$ cat src/rtl/core/mlfd_pkg.sv
// Shared types and constants of the magic/length frame deframer.
package mlfd_pkg;

   // Largest payload that the length registers can ever hold.
   localparam int PayloadLimit = 4096;
   localparam int LenW         = $clog2(PayloadLimit + 1);

   // Fixed field widths.
   localparam int ByteW     = 8;
   localparam int MagicW    = 32;
   localparam int CfgLenW   = 13;
   localparam int CountW    = 32;
   localparam int CsrIndexW = 2;
   localparam int CsrDataW  = 32;
   localparam int LimW      = (LenW > CfgLenW) ? LenW : CfgLenW;

   // Header window: four magic bytes and four length bytes.
   localparam int WinBytes = 8;
   localparam int WinKeep  = WinBytes - 1;
   localparam int FillW    = $clog2(WinBytes);

   // Register reset values.
   localparam logic [CfgLenW-1:0] MaxPayloadReset      = CfgLenW'(4096);
   localparam logic [MagicW-1:0]  MagicSignallingReset = 32'h544D_4153;
   localparam logic [MagicW-1:0]  MagicReportReset     = 32'h544D_4152;
   localparam logic [MagicW-1:0]  MagicVoiceReset      = 32'h544D_4443;

   typedef enum logic [1:0] {
      EV_PAYLOAD    = 2'd0,
      EV_EMPTY      = 2'd1,
      EV_BAD_MAGIC  = 2'd2,
      EV_BAD_LENGTH = 2'd3
   } event_kind_type;

   typedef enum logic [1:0] {
      FT_SIGNALLING = 2'd0,
      FT_REPORT     = 2'd1,
      FT_VOICE      = 2'd2
   } frame_type_type;

   typedef enum logic [CsrIndexW-1:0] {
      CSR_MAX_PAYLOAD      = 2'd0,
      CSR_MAGIC_SIGNALLING = 2'd1,
      CSR_MAGIC_REPORT     = 2'd2,
      CSR_MAGIC_VOICE      = 2'd3
   } csr_index_type;

   // Outcome of one request as decided by the parser.
   typedef struct packed {
      logic                fire;
      event_kind_type      kind;
      logic [ByteW-1:0]    data;
      logic                last;
      frame_type_type      ftype;
      logic [LenW-1:0]     flen;
   } step_type;

   typedef struct packed {
      logic [CountW-1:0] good_frames;
      logic [CountW-1:0] good_bytes;
      logic [CountW-1:0] magic_drops;
      logic [CountW-1:0] length_drops;
   } cnt_type;

   typedef struct packed {
      event_kind_type   kind;
      logic [ByteW-1:0] data;
      logic             last;
      frame_type_type   ftype;
      cnt_type          cnt;
   } result_type;

endpackage

$ cat src/rtl/core/mlfd_ifs.sv
// Request and response channel interfaces of the frame deframer.
interface mlfd_req_if;
   logic       valid;
   logic       ready;
   logic [7:0] in_byte;

   modport source (output valid, output in_byte, input ready);
   modport sink   (input valid, input in_byte, output ready);
endinterface

interface mlfd_rsp_if;
   logic        valid;
   logic        ready;
   logic [1:0]  event_kind;
   logic [7:0]  out_byte;
   logic        frame_last;
   logic [1:0]  frame_type;
   logic [31:0] good_frames;
   logic [31:0] good_bytes;
   logic [31:0] magic_drops;
   logic [31:0] length_drops;

   modport source (output valid, output event_kind, output out_byte, output frame_last,
                   output frame_type, output good_frames, output good_bytes,
                   output magic_drops, output length_drops, input ready);
   modport sink   (input valid, input event_kind, input out_byte, input frame_last,
                   input frame_type, input good_frames, input good_bytes,
                   input magic_drops, input length_drops, output ready);
endinterface

$ cat src/rtl/core/mlfd_parse.sv
// Header window, magic and length check, payload tracking and config registers.
module mlfd_parse (
   input  logic                                 clock,
   input  logic                                 reset,
   input  logic                                 take,
   input  logic [mlfd_pkg::ByteW-1:0]           in_byte,
   input  logic                                 csr_we,
   input  logic [mlfd_pkg::CsrIndexW-1:0]       csr_index,
   input  logic [mlfd_pkg::CsrDataW-1:0]        csr_wdata,
   output mlfd_pkg::step_type                   step
);

   logic [mlfd_pkg::CfgLenW-1:0] max_payload_ff;
   logic [mlfd_pkg::MagicW-1:0]  magic_sig_ff;
   logic [mlfd_pkg::MagicW-1:0]  magic_rep_ff;
   logic [mlfd_pkg::MagicW-1:0]  magic_voi_ff;

   logic [mlfd_pkg::ByteW-1:0] win_ff [mlfd_pkg::WinKeep];
   logic [mlfd_pkg::ByteW-1:0] win_in [mlfd_pkg::WinKeep];
   logic [mlfd_pkg::FillW-1:0] fill_ff, fill_in;
   logic                       in_payload_ff, in_payload_in;
   logic [mlfd_pkg::LenW-1:0]  remaining_ff, remaining_in;
   mlfd_pkg::frame_type_type   cur_type_ff, cur_type_in;
   logic [mlfd_pkg::LenW-1:0]  flen_ff, flen_in;

   logic [mlfd_pkg::MagicW-1:0] magic;
   logic [mlfd_pkg::MagicW-1:0] plen;
   logic [mlfd_pkg::LimW-1:0]   limit;
   logic                        full;
   logic                        known;
   mlfd_pkg::frame_type_type    mtype;

   // Configuration registers.
   always_ff @(posedge clock) begin
      if (reset) begin
         max_payload_ff <= mlfd_pkg::MaxPayloadReset;
         magic_sig_ff   <= mlfd_pkg::MagicSignallingReset;
         magic_rep_ff   <= mlfd_pkg::MagicReportReset;
         magic_voi_ff   <= mlfd_pkg::MagicVoiceReset;
      end else if (csr_we) begin
         unique case (mlfd_pkg::csr_index_type'(csr_index))
            mlfd_pkg::CSR_MAX_PAYLOAD: begin
               max_payload_ff <= csr_wdata[mlfd_pkg::CfgLenW-1:0];
            end
            mlfd_pkg::CSR_MAGIC_SIGNALLING: begin
               magic_sig_ff <= csr_wdata[mlfd_pkg::MagicW-1:0];
            end
            mlfd_pkg::CSR_MAGIC_REPORT: begin
               magic_rep_ff <= csr_wdata[mlfd_pkg::MagicW-1:0];
            end
            mlfd_pkg::CSR_MAGIC_VOICE: begin
               magic_voi_ff <= csr_wdata[mlfd_pkg::MagicW-1:0];
            end
            default: begin
               max_payload_ff <= max_payload_ff;
            end
         endcase
      end
   end

   // The eighth header byte is the incoming byte itself, so only seven are stored.
   assign magic = {win_ff[0], win_ff[1], win_ff[2], win_ff[3]};
   assign plen  = {win_ff[4], win_ff[5], win_ff[6], in_byte};
   assign full  = (fill_ff == mlfd_pkg::FillW'(mlfd_pkg::WinKeep));

   assign limit = (mlfd_pkg::LimW'(max_payload_ff) < mlfd_pkg::LimW'(mlfd_pkg::PayloadLimit))
                ? mlfd_pkg::LimW'(max_payload_ff)
                : mlfd_pkg::LimW'(mlfd_pkg::PayloadLimit);

   // Equal magic registers resolve to the lowest frame type.
   always_comb begin
      known = 1'b1;
      mtype = mlfd_pkg::FT_SIGNALLING;
      priority if (magic == magic_sig_ff) begin
         mtype = mlfd_pkg::FT_SIGNALLING;
      end else if (magic == magic_rep_ff) begin
         mtype = mlfd_pkg::FT_REPORT;
      end else if (magic == magic_voi_ff) begin
         mtype = mlfd_pkg::FT_VOICE;
      end else begin
         known = 1'b0;
      end
   end

   always_comb begin
      win_in        = win_ff;
      fill_in       = fill_ff;
      in_payload_in = in_payload_ff;
      remaining_in  = remaining_ff;
      cur_type_in   = cur_type_ff;
      flen_in       = flen_ff;

      step.fire  = 1'b0;
      step.kind  = mlfd_pkg::EV_PAYLOAD;
      step.data  = '0;
      step.last  = 1'b0;
      step.ftype = mlfd_pkg::FT_SIGNALLING;
      step.flen  = flen_ff;

      if (in_payload_ff) begin
         step.fire  = 1'b1;
         step.data  = in_byte;
         step.last  = (remaining_ff <= mlfd_pkg::LenW'(1));
         step.ftype = cur_type_ff;
         if (step.last) begin
            in_payload_in = 1'b0;
            remaining_in  = '0;
         end else begin
            remaining_in = remaining_ff - mlfd_pkg::LenW'(1);
         end
      end else if (!full) begin
         win_in[fill_ff] = in_byte;
         fill_in         = fill_ff + mlfd_pkg::FillW'(1);
      end else if (!known) begin
         // Slide by one byte and wait for the next byte to refill the window.
         for (int i = 0; i < mlfd_pkg::WinKeep - 1; i++) begin
            win_in[i] = win_ff[i + 1];
         end
         win_in[mlfd_pkg::WinKeep - 1] = in_byte;
         step.fire = 1'b1;
         step.kind = mlfd_pkg::EV_BAD_MAGIC;
      end else begin
         fill_in = '0;
         if (plen > mlfd_pkg::MagicW'(limit)) begin
            step.fire  = 1'b1;
            step.kind  = mlfd_pkg::EV_BAD_LENGTH;
            step.ftype = mtype;
         end else begin
            cur_type_in = mtype;
            flen_in     = plen[mlfd_pkg::LenW-1:0];
            if (plen == '0) begin
               step.fire  = 1'b1;
               step.kind  = mlfd_pkg::EV_EMPTY;
               step.last  = 1'b1;
               step.ftype = mtype;
            end else begin
               in_payload_in = 1'b1;
               remaining_in  = plen[mlfd_pkg::LenW-1:0];
            end
         end
      end
   end

   always_ff @(posedge clock) begin
      if (reset) begin
         fill_ff       <= '0;
         in_payload_ff <= 1'b0;
         remaining_ff  <= '0;
         cur_type_ff   <= mlfd_pkg::FT_SIGNALLING;
         flen_ff       <= '0;
      end else if (take) begin
         fill_ff       <= fill_in;
         in_payload_ff <= in_payload_in;
         remaining_ff  <= remaining_in;
         cur_type_ff   <= cur_type_in;
         flen_ff       <= flen_in;
      end
   end

   // Window bytes are always written before they are read.
   always_ff @(posedge clock) begin
      if (take) begin
         win_ff <= win_in;
      end
   end

   a_remaining_nonzero: assert property (@(posedge clock) disable iff (reset)
      in_payload_ff |-> (remaining_ff != '0))
      else $error("payload active with no bytes remaining");

   a_payload_passes: assert property (@(posedge clock) disable iff (reset)
      (take && in_payload_ff) |-> (step.fire && step.kind == mlfd_pkg::EV_PAYLOAD))
      else $error("payload byte did not produce a payload event");

   a_resync_fill: assert property (@(posedge clock) disable iff (reset)
      (take && !in_payload_ff && full && step.fire && step.kind == mlfd_pkg::EV_BAD_MAGIC)
      |=> (fill_ff == mlfd_pkg::FillW'(mlfd_pkg::WinKeep) && !in_payload_ff))
      else $error("bad magic did not leave seven bytes in the window");

   a_good_header: assert property (@(posedge clock) disable iff (reset)
      (take && !in_payload_ff && full && !step.fire) |=> (in_payload_ff && fill_ff == '0))
      else $error("good header did not start a payload");

endmodule

$ cat src/rtl/core/mlfd_stats.sv
// Running frame, byte and drop counters.
module mlfd_stats (
   input  logic               clock,
   input  logic               reset,
   input  logic               take,
   input  mlfd_pkg::step_type step,
   output mlfd_pkg::cnt_type  cnt_next
);

   mlfd_pkg::cnt_type cnt_ff, cnt_in;

   always_comb begin
      cnt_in = cnt_ff;
      if (step.fire) begin
         // The last flag marks both a finished payload and an empty frame.
         if (step.last) begin
            cnt_in.good_frames = cnt_ff.good_frames + mlfd_pkg::CountW'(1);
         end
         if (step.last && step.kind == mlfd_pkg::EV_PAYLOAD) begin
            cnt_in.good_bytes = cnt_ff.good_bytes + mlfd_pkg::CountW'(step.flen);
         end
         if (step.kind == mlfd_pkg::EV_BAD_MAGIC) begin
            cnt_in.magic_drops = cnt_ff.magic_drops + mlfd_pkg::CountW'(1);
         end
         if (step.kind == mlfd_pkg::EV_BAD_LENGTH) begin
            cnt_in.length_drops = cnt_ff.length_drops + mlfd_pkg::CountW'(1);
         end
      end
   end

   assign cnt_next = cnt_in;

   always_ff @(posedge clock) begin
      if (reset) begin
         cnt_ff <= '0;
      end else if (take) begin
         cnt_ff <= cnt_in;
      end
   end

endmodule

$ cat src/rtl/core/mlfd_outreg.sv
// Result register between the parser and the response channel.
module mlfd_outreg (
   input  logic                 clock,
   input  logic                 reset,
   input  logic                 load,
   input  mlfd_pkg::result_type d,
   input  logic                 out_ready,
   output logic                 out_valid,
   output mlfd_pkg::result_type q,
   output logic                 can_load
);

   logic                 valid_ff, valid_in;
   mlfd_pkg::result_type data_ff;

   assign can_load = !valid_ff || out_ready;

   always_comb begin
      valid_in = valid_ff;
      if (load) begin
         valid_in = 1'b1;
      end else if (out_ready) begin
         valid_in = 1'b0;
      end
   end

   always_ff @(posedge clock) begin
      if (reset) begin
         valid_ff <= 1'b0;
      end else begin
         valid_ff <= valid_in;
      end
   end

   always_ff @(posedge clock) begin
      if (load) begin
         data_ff <= d;
      end
   end

   assign out_valid = valid_ff;
   assign q         = data_ff;

endmodule

$ cat src/rtl/core/magic_length_frame_deframer_top.sv
// Top level of the magic/length prefixed frame deframer.
//
//   Channel  Direction  Handshake      Contents
//   req      in         valid/ready    in_byte, one raw stream byte per request
//   rsp      out        valid/ready    event_kind, out_byte, frame_last, frame_type, counters
//   csr      in         csr_we         csr_index selects the register, csr_wdata the value
//
// Every request is handled in the cycle it is accepted, so one byte per clock is
// sustained while rsp does not stall; the result register is the only stage, and its
// results appear in the cycle after the request. A request is taken whenever the result
// register is empty or is being drained in the same cycle, so a result that waits on rsp
// holds off every request, including header bytes that would produce no result.
// Reset is synchronous and clears the parser, the counters and the result valid flag.
// A stall on rsp holds the result and, once the register is full, holds off req.
module magic_length_frame_deframer_top (
   input  logic                                clock,
   input  logic                                reset,
   mlfd_req_if.sink                            req,
   mlfd_rsp_if.source                          rsp,
   input  logic                                csr_we,
   input  logic [mlfd_pkg::CsrIndexW-1:0]      csr_index,
   input  logic [mlfd_pkg::CsrDataW-1:0]       csr_wdata
);

   logic                 take;
   logic                 can_load;
   mlfd_pkg::step_type   step;
   mlfd_pkg::cnt_type    cnt_next;
   mlfd_pkg::result_type result_d;
   mlfd_pkg::result_type result_q;

   // A request is accepted whenever the result register can take what it produces.
   assign req.ready = can_load;
   assign take      = req.valid && can_load;

   // The parser decides the event for the current byte from its stored state and that byte.
   mlfd_parse u_parse (
      .clock     (clock),
      .reset     (reset),
      .take      (take),
      .in_byte   (req.in_byte),
      .csr_we    (csr_we),
      .csr_index (csr_index),
      .csr_wdata (csr_wdata),
      .step      (step)
   );

   // Counters report the values after this request's update.
   mlfd_stats u_stats (
      .clock    (clock),
      .reset    (reset),
      .take     (take),
      .step     (step),
      .cnt_next (cnt_next)
   );

   always_comb begin
      result_d.kind  = step.kind;
      result_d.data  = step.data;
      result_d.last  = step.last;
      result_d.ftype = step.ftype;
      result_d.cnt   = cnt_next;
   end

   // Only requests that produce an event load the result register.
   mlfd_outreg u_outreg (
      .clock     (clock),
      .reset     (reset),
      .load      (take && step.fire),
      .d         (result_d),
      .out_ready (rsp.ready),
      .out_valid (rsp.valid),
      .q         (result_q),
      .can_load  (can_load)
   );

   assign rsp.event_kind   = result_q.kind;
   assign rsp.out_byte     = result_q.data;
   assign rsp.frame_last   = result_q.last;
   assign rsp.frame_type   = result_q.ftype;
   assign rsp.good_frames  = result_q.cnt.good_frames;
   assign rsp.good_bytes   = result_q.cnt.good_bytes;
   assign rsp.magic_drops  = result_q.cnt.magic_drops;
   assign rsp.length_drops = result_q.cnt.length_drops;

endmodule

$ cat src/flat_wrapper.sv
// flat-port wrapper written by rule: the top's interface ports become plain ports
module magic_length_frame_deframer_top_flat 
  (clock, reset, csr_we, csr_index, csr_wdata, req_valid, req_in_byte, req_ready, rsp_valid, rsp_event_kind, rsp_out_byte, rsp_frame_last, rsp_frame_type, rsp_good_frames, rsp_good_bytes, rsp_magic_drops, rsp_length_drops, rsp_ready);
  mlfd_req_if req_i ();
  mlfd_rsp_if rsp_i ();
  input  logic clock;
  input  logic reset;
  input  logic csr_we;
  input  logic [mlfd_pkg::CsrIndexW-1:0] csr_index;
  input  logic [mlfd_pkg::CsrDataW-1:0] csr_wdata;
  input wire logic [$bits(req_i.valid)-1:0] req_valid;
  input wire logic [$bits(req_i.in_byte)-1:0] req_in_byte;
  output wire logic [$bits(req_i.ready)-1:0] req_ready;
  output wire logic [$bits(rsp_i.valid)-1:0] rsp_valid;
  output wire logic [$bits(rsp_i.event_kind)-1:0] rsp_event_kind;
  output wire logic [$bits(rsp_i.out_byte)-1:0] rsp_out_byte;
  output wire logic [$bits(rsp_i.frame_last)-1:0] rsp_frame_last;
  output wire logic [$bits(rsp_i.frame_type)-1:0] rsp_frame_type;
  output wire logic [$bits(rsp_i.good_frames)-1:0] rsp_good_frames;
  output wire logic [$bits(rsp_i.good_bytes)-1:0] rsp_good_bytes;
  output wire logic [$bits(rsp_i.magic_drops)-1:0] rsp_magic_drops;
  output wire logic [$bits(rsp_i.length_drops)-1:0] rsp_length_drops;
  input wire logic [$bits(rsp_i.ready)-1:0] rsp_ready;
  assign req_i.valid = req_valid;
  assign req_i.in_byte = req_in_byte;
  assign req_ready = req_i.ready;
  assign rsp_valid = rsp_i.valid;
  assign rsp_event_kind = rsp_i.event_kind;
  assign rsp_out_byte = rsp_i.out_byte;
  assign rsp_frame_last = rsp_i.frame_last;
  assign rsp_frame_type = rsp_i.frame_type;
  assign rsp_good_frames = rsp_i.good_frames;
  assign rsp_good_bytes = rsp_i.good_bytes;
  assign rsp_magic_drops = rsp_i.magic_drops;
  assign rsp_length_drops = rsp_i.length_drops;
  assign rsp_i.ready = rsp_ready;
  magic_length_frame_deframer_top u_core (.clock(clock), .reset(reset), .req(req_i), .rsp(rsp_i), .csr_we(csr_we), .csr_index(csr_index), .csr_wdata(csr_wdata));
endmodule
$ cat config.mk
export PLATFORM = sky130hd
export DESIGN_NAME = magic_length_frame_deframer_top_flat
export DESIGN_NICKNAME = d
export VERILOG_FILES = /design/src/rtl/core/mlfd_pkg.sv /design/src/rtl/core/mlfd_ifs.sv /design/src/rtl/core/mlfd_parse.sv /design/src/rtl/core/mlfd_stats.sv /design/src/rtl/core/mlfd_outreg.sv /design/src/rtl/core/magic_length_frame_deframer_top.sv /design/src/flat_wrapper.sv
export SDC_FILE = /design/constraint.sdc
export NUM_CORES = 1
export LEC_CHECK = 0
export BUFFER_PORTS_ARGS = -buffer_cell sky130_fd_sc_hd__buf_2
export CAP_MARGIN = 5
export CORE_UTILIZATION = 55
export DETAILED_ROUTE_END_ITERATION = 10
export MAX_ROUTING_LAYER = met4
export PLACE_DENSITY = 0.74
export SETUP_SLACK_MARGIN = 0.1
export SYNTH_ARGS = -nofsm -noshare
export SYNTH_HDL_FRONTEND = slang
export SYNTH_SLANG_ARGS = --single-unit
export TNS_END_PERCENT = 5
$ cat constraint.sdc
create_clock -name clock -period 18.3 [get_ports clock]
set_input_delay 2.745 -clock clock [delete_from_list [all_inputs] [get_ports clock]]
set_output_delay 2.745 -clock clock [all_outputs]
set_load 0.02 [all_outputs]
==> impl_results.md <==
- CP Data Arrival Time: between 3 and 4 ns
- Largest net degree at the start of global routing: roughly 110
- Port Buffer Count: roughly 190
- Syn avg cell area: approximately 9.4 µm²
- Ant diodes: 0
- Critical path start-end classification: primary input to primary output
- Setup-failing EPs final: 0
- Number of max-cap violations: 0
- CTS Root Cell: clkbuf_16
- CTS tree: built
- Most common cell in the synthesized netlist: nand2_1
- WL per Instance: roughly 18 µm
- Pwr/cell area: between 80 and 90 mW/mm²
- Worst Path Required: about 16 ns
- Vias: approximately 18k
- Setup crit start kind: primary input
- Skew final: between 0.02 and 0.03 ns
- Synth unique cells: 67
- FF+latch count, synth: 467
- I/O Pins: 190
- CP dominant cell by count: buf_2
- Number of synthesized flops with an enable pin: between 150 and 200
- DR DRC count: 0
- # hold bufs at CTS: 0
- Fraction of registers with async set/reset: 0
- Post-synthesis sequential area ratio: 0.517
- Slew HR: 0.233
- Status: completed
- Layout Utilization: 0.638
- Max Root-Sink Buffers: 3
- Worst Setup End Kind: primary output
- Synth top area share: 0.270
- Area grow syn2layout: 13.4%
- Peak supply drop: 0.0000684 V
- Filler cells: 3187
- Post-DP HPWL: approximately 38 mm
- Starting DRT DRC Count: 1248
- Die Height: roughly 200 µm
- Static leakage: 8.97 nW
- # clock sinks: roughly 470
- Synthesis warning total: 0
- Initial core utilization: 0.562
- Final #Nets: about 2.6k
- Final hold violation count: 0
- Delay-heaviest family, CP: buffers and inverters
- Final Max Slew Viols: 0
- Post-cts resize count: 0
- Initial DRT Pass Iterations: 5
- Max incr delay on CP: approximately 0.19 ns
- RSZ-0062 raised after global routing: false
- Final Wtd Congestion: 0.899
- FP Rows: 72
- Die area: roughly 0.041 mm²
- Setup Fix Bufs, Post-CTS: 0
- Commonest cells post-synth: nand2_1, dfxtp_1, edfxtp_1
- Worst Path Max Fanout: 4
- Global-route wire length before repair: about 90 mm
- Overall routed net length: between 50 and 60 mm
- Initial antenna violation count: 0
- Final period demand of the worst path: a little under 6 ns
- Setup tns final: 0 ns
- Slowest-stage cell, CP: nand2b_1
- Clk pin slew, worst setup/hold paths: 0.06 ns
- Vias in the first global route: approximately 16k
- Yosys top cell by area: edfxtp_1
- GRT Total Usage: 0.276
- Post-synthesis cell count: 2335
- Period utilization: 0.326
- Congestion Overflow GR: 0
- Main synth FF type: dfxtp_1
- Hold Crit Class: register to register
- CTS H-tree lvls: 2
- WP buf/inv: 2
- Power, Total: 2.19 mW
- Crit path cell chain: buf_2 > nand2b_1 > buf_2
- Cell area after synthesis: around 0.022 mm²
- Ratio of cells with drive above 1 in the final layout: 0.128
- Core Area: between 0.03 and 0.04 mm²
- Die X: just over 200 µm
- Tightest Pin Transition: about 1.1 ns
- Syn Nets: between 2k and 2.5k
- Antenna viol nets, final: 0
- Via/cell ratio: 5.82
- Skew-Pair Late Insertion Delay: roughly 0.59 ns
- Fmax: between 150 and 200 MHz
- Largest cells by area after synthesis: edfxtp_1, dfxtp_1, xnor2_1, nand2_1, a21oi_1
- Inserted Clock Buffers: between 40 and 50
-- metal layers --
metal | GRT usage | share of wire
met1 | 0.363 | 0.43
met2 | 0.434 | 0.47
met3 | 0.0343 | 0.063
met4 | 0.109 | 0.034
met5 | - | 0
-- stage by stage --
step	area [µm²]	hold slack, ns	setup WS, ns	instances
4_1_cts	24800	0.456	12.34	3027
3_5_place_dp	23200	0.448	12.03	2937
5_1_grt	24800	0.472	12.31	3028
3_3_place_gp	23200	0.439	12.11	2937
2_1_floorplan	21900	0.431	7.72	2335
6_report	24800	0.454	12.34	3028
-- registers in the layout (all words and copies together) (netlist names) --
signal                         count
u_core.u_outreg.q                141
u_core.u_outreg.out_valid          1
u_core.u_parse.cur_type_ff         2
u_core.u_parse.flen_ff            13
u_core.u_parse.remaining_ff       13
u_core.u_parse.magic              32
u_core.u_parse.max_payload_ff     13
u_core.u_parse.magic_voi_ff       32
u_core.u_parse.in_payload_ff       1
u_core.u_parse.plen               24
u_core.u_parse.magic_rep_ff       32
u_core.u_parse.magic_sig_ff       32
u_core.u_stats.cnt_ff            128
u_core.u_parse.fill_ff             3
-- power by group --
part	internal, mW	switching [mW]
Sequential	1.09	0.0130
Combinational	0.0297	0.0537
Clock	0.587	0.411
-- final timing paths --
check	from	endpoint	slack, ns	cells after the start
worst max-delay path	rsp_ready	req_ready	12.34	3
worst min register to register	u_core.u_parse.max_payload_ff[10]	u_core.u_parse.max_payload_ff[10]	0.45	2
worst max register to register	u_core.u_parse.remaining_ff[4]	u_core.u_stats.cnt_ff[95]	14.02	9
worst min-delay path	u_core.u_parse.max_payload_ff[10]	u_core.u_parse.max_payload_ff[10]	0.45	2
-- cell usage in the layout (no fill, tap or decap), types with 6 or more instances in the layout --
master / count
nor2_1: 159
and2_1: 15
nand4_1: 52
a22o_1: 32
nand2b_1: 7
buf_2: 188
xnor2_1: 193
clkbuf_8: 7
a21oi_1: 178
edfxtp_1: 197
mux2i_1: 6
dfxtp_1: 270
buf_4: 23
o211ai_1: 7
or2_2: 10
or3_1: 49
nand2_1: 413
xor2_1: 77
o31ai_1: 13
clkbuf_16: 50
clkbuf_1: 10
or4_1: 20
inv_1: 45
and3_1: 24
nand3_1: 101
clkinv_2: 10
nor2b_1: 18
mux2_2: 7
o21ai_0: 80
ha_1: 32
o21a_1: 9
a21o_1: 6
a211oi_1: 16
nor4_1: 21
nor3_1: 73
-- final cells by class --
| cell class | count | area [µm²] | share of cell area |
|---|---|---|---|
| multi-input cells | 1694 | 9930 | 0.400 |
| flip-flops and latches | 467 | 11300 | 0.456 |
| repair buffers | 213 | 1130 | 0.0455 |
| inverters | 46 | 173 | 0.00696 |
| clock buffers | 68 | 1390 | 0.0560 |
| clock inverters | 22 | 219 | 0.00882 |
| well taps | 518 | 648 | 0.0261 |
-- worst reg2reg max path: cells and delay by family (launching register included) --
| kind | cells | cell delay, ns |
|---|---|---|
| AOI/OAI and AO/OA | 1 | 0.15 |
| DFF | 1 | 0.34 |
| buffers and inverters | 1 | 0.33 |
| and+or+nand+nor | 7 | 3.37 |
-- logic make-up (layout without fill, tap and decap cells) --
family	Yosys count	in the layout	share of synthesized area
fa+ha+maj	34	34	0.0198
flops	467	467	0.517
xor+xnor	270	270	0.108
simple gates	989	989	0.211
mux	13	13	0.00635
buf+inv	174	349	0.0300
compound gates	388	388	0.108
Power figures use the tool's default switching activity.
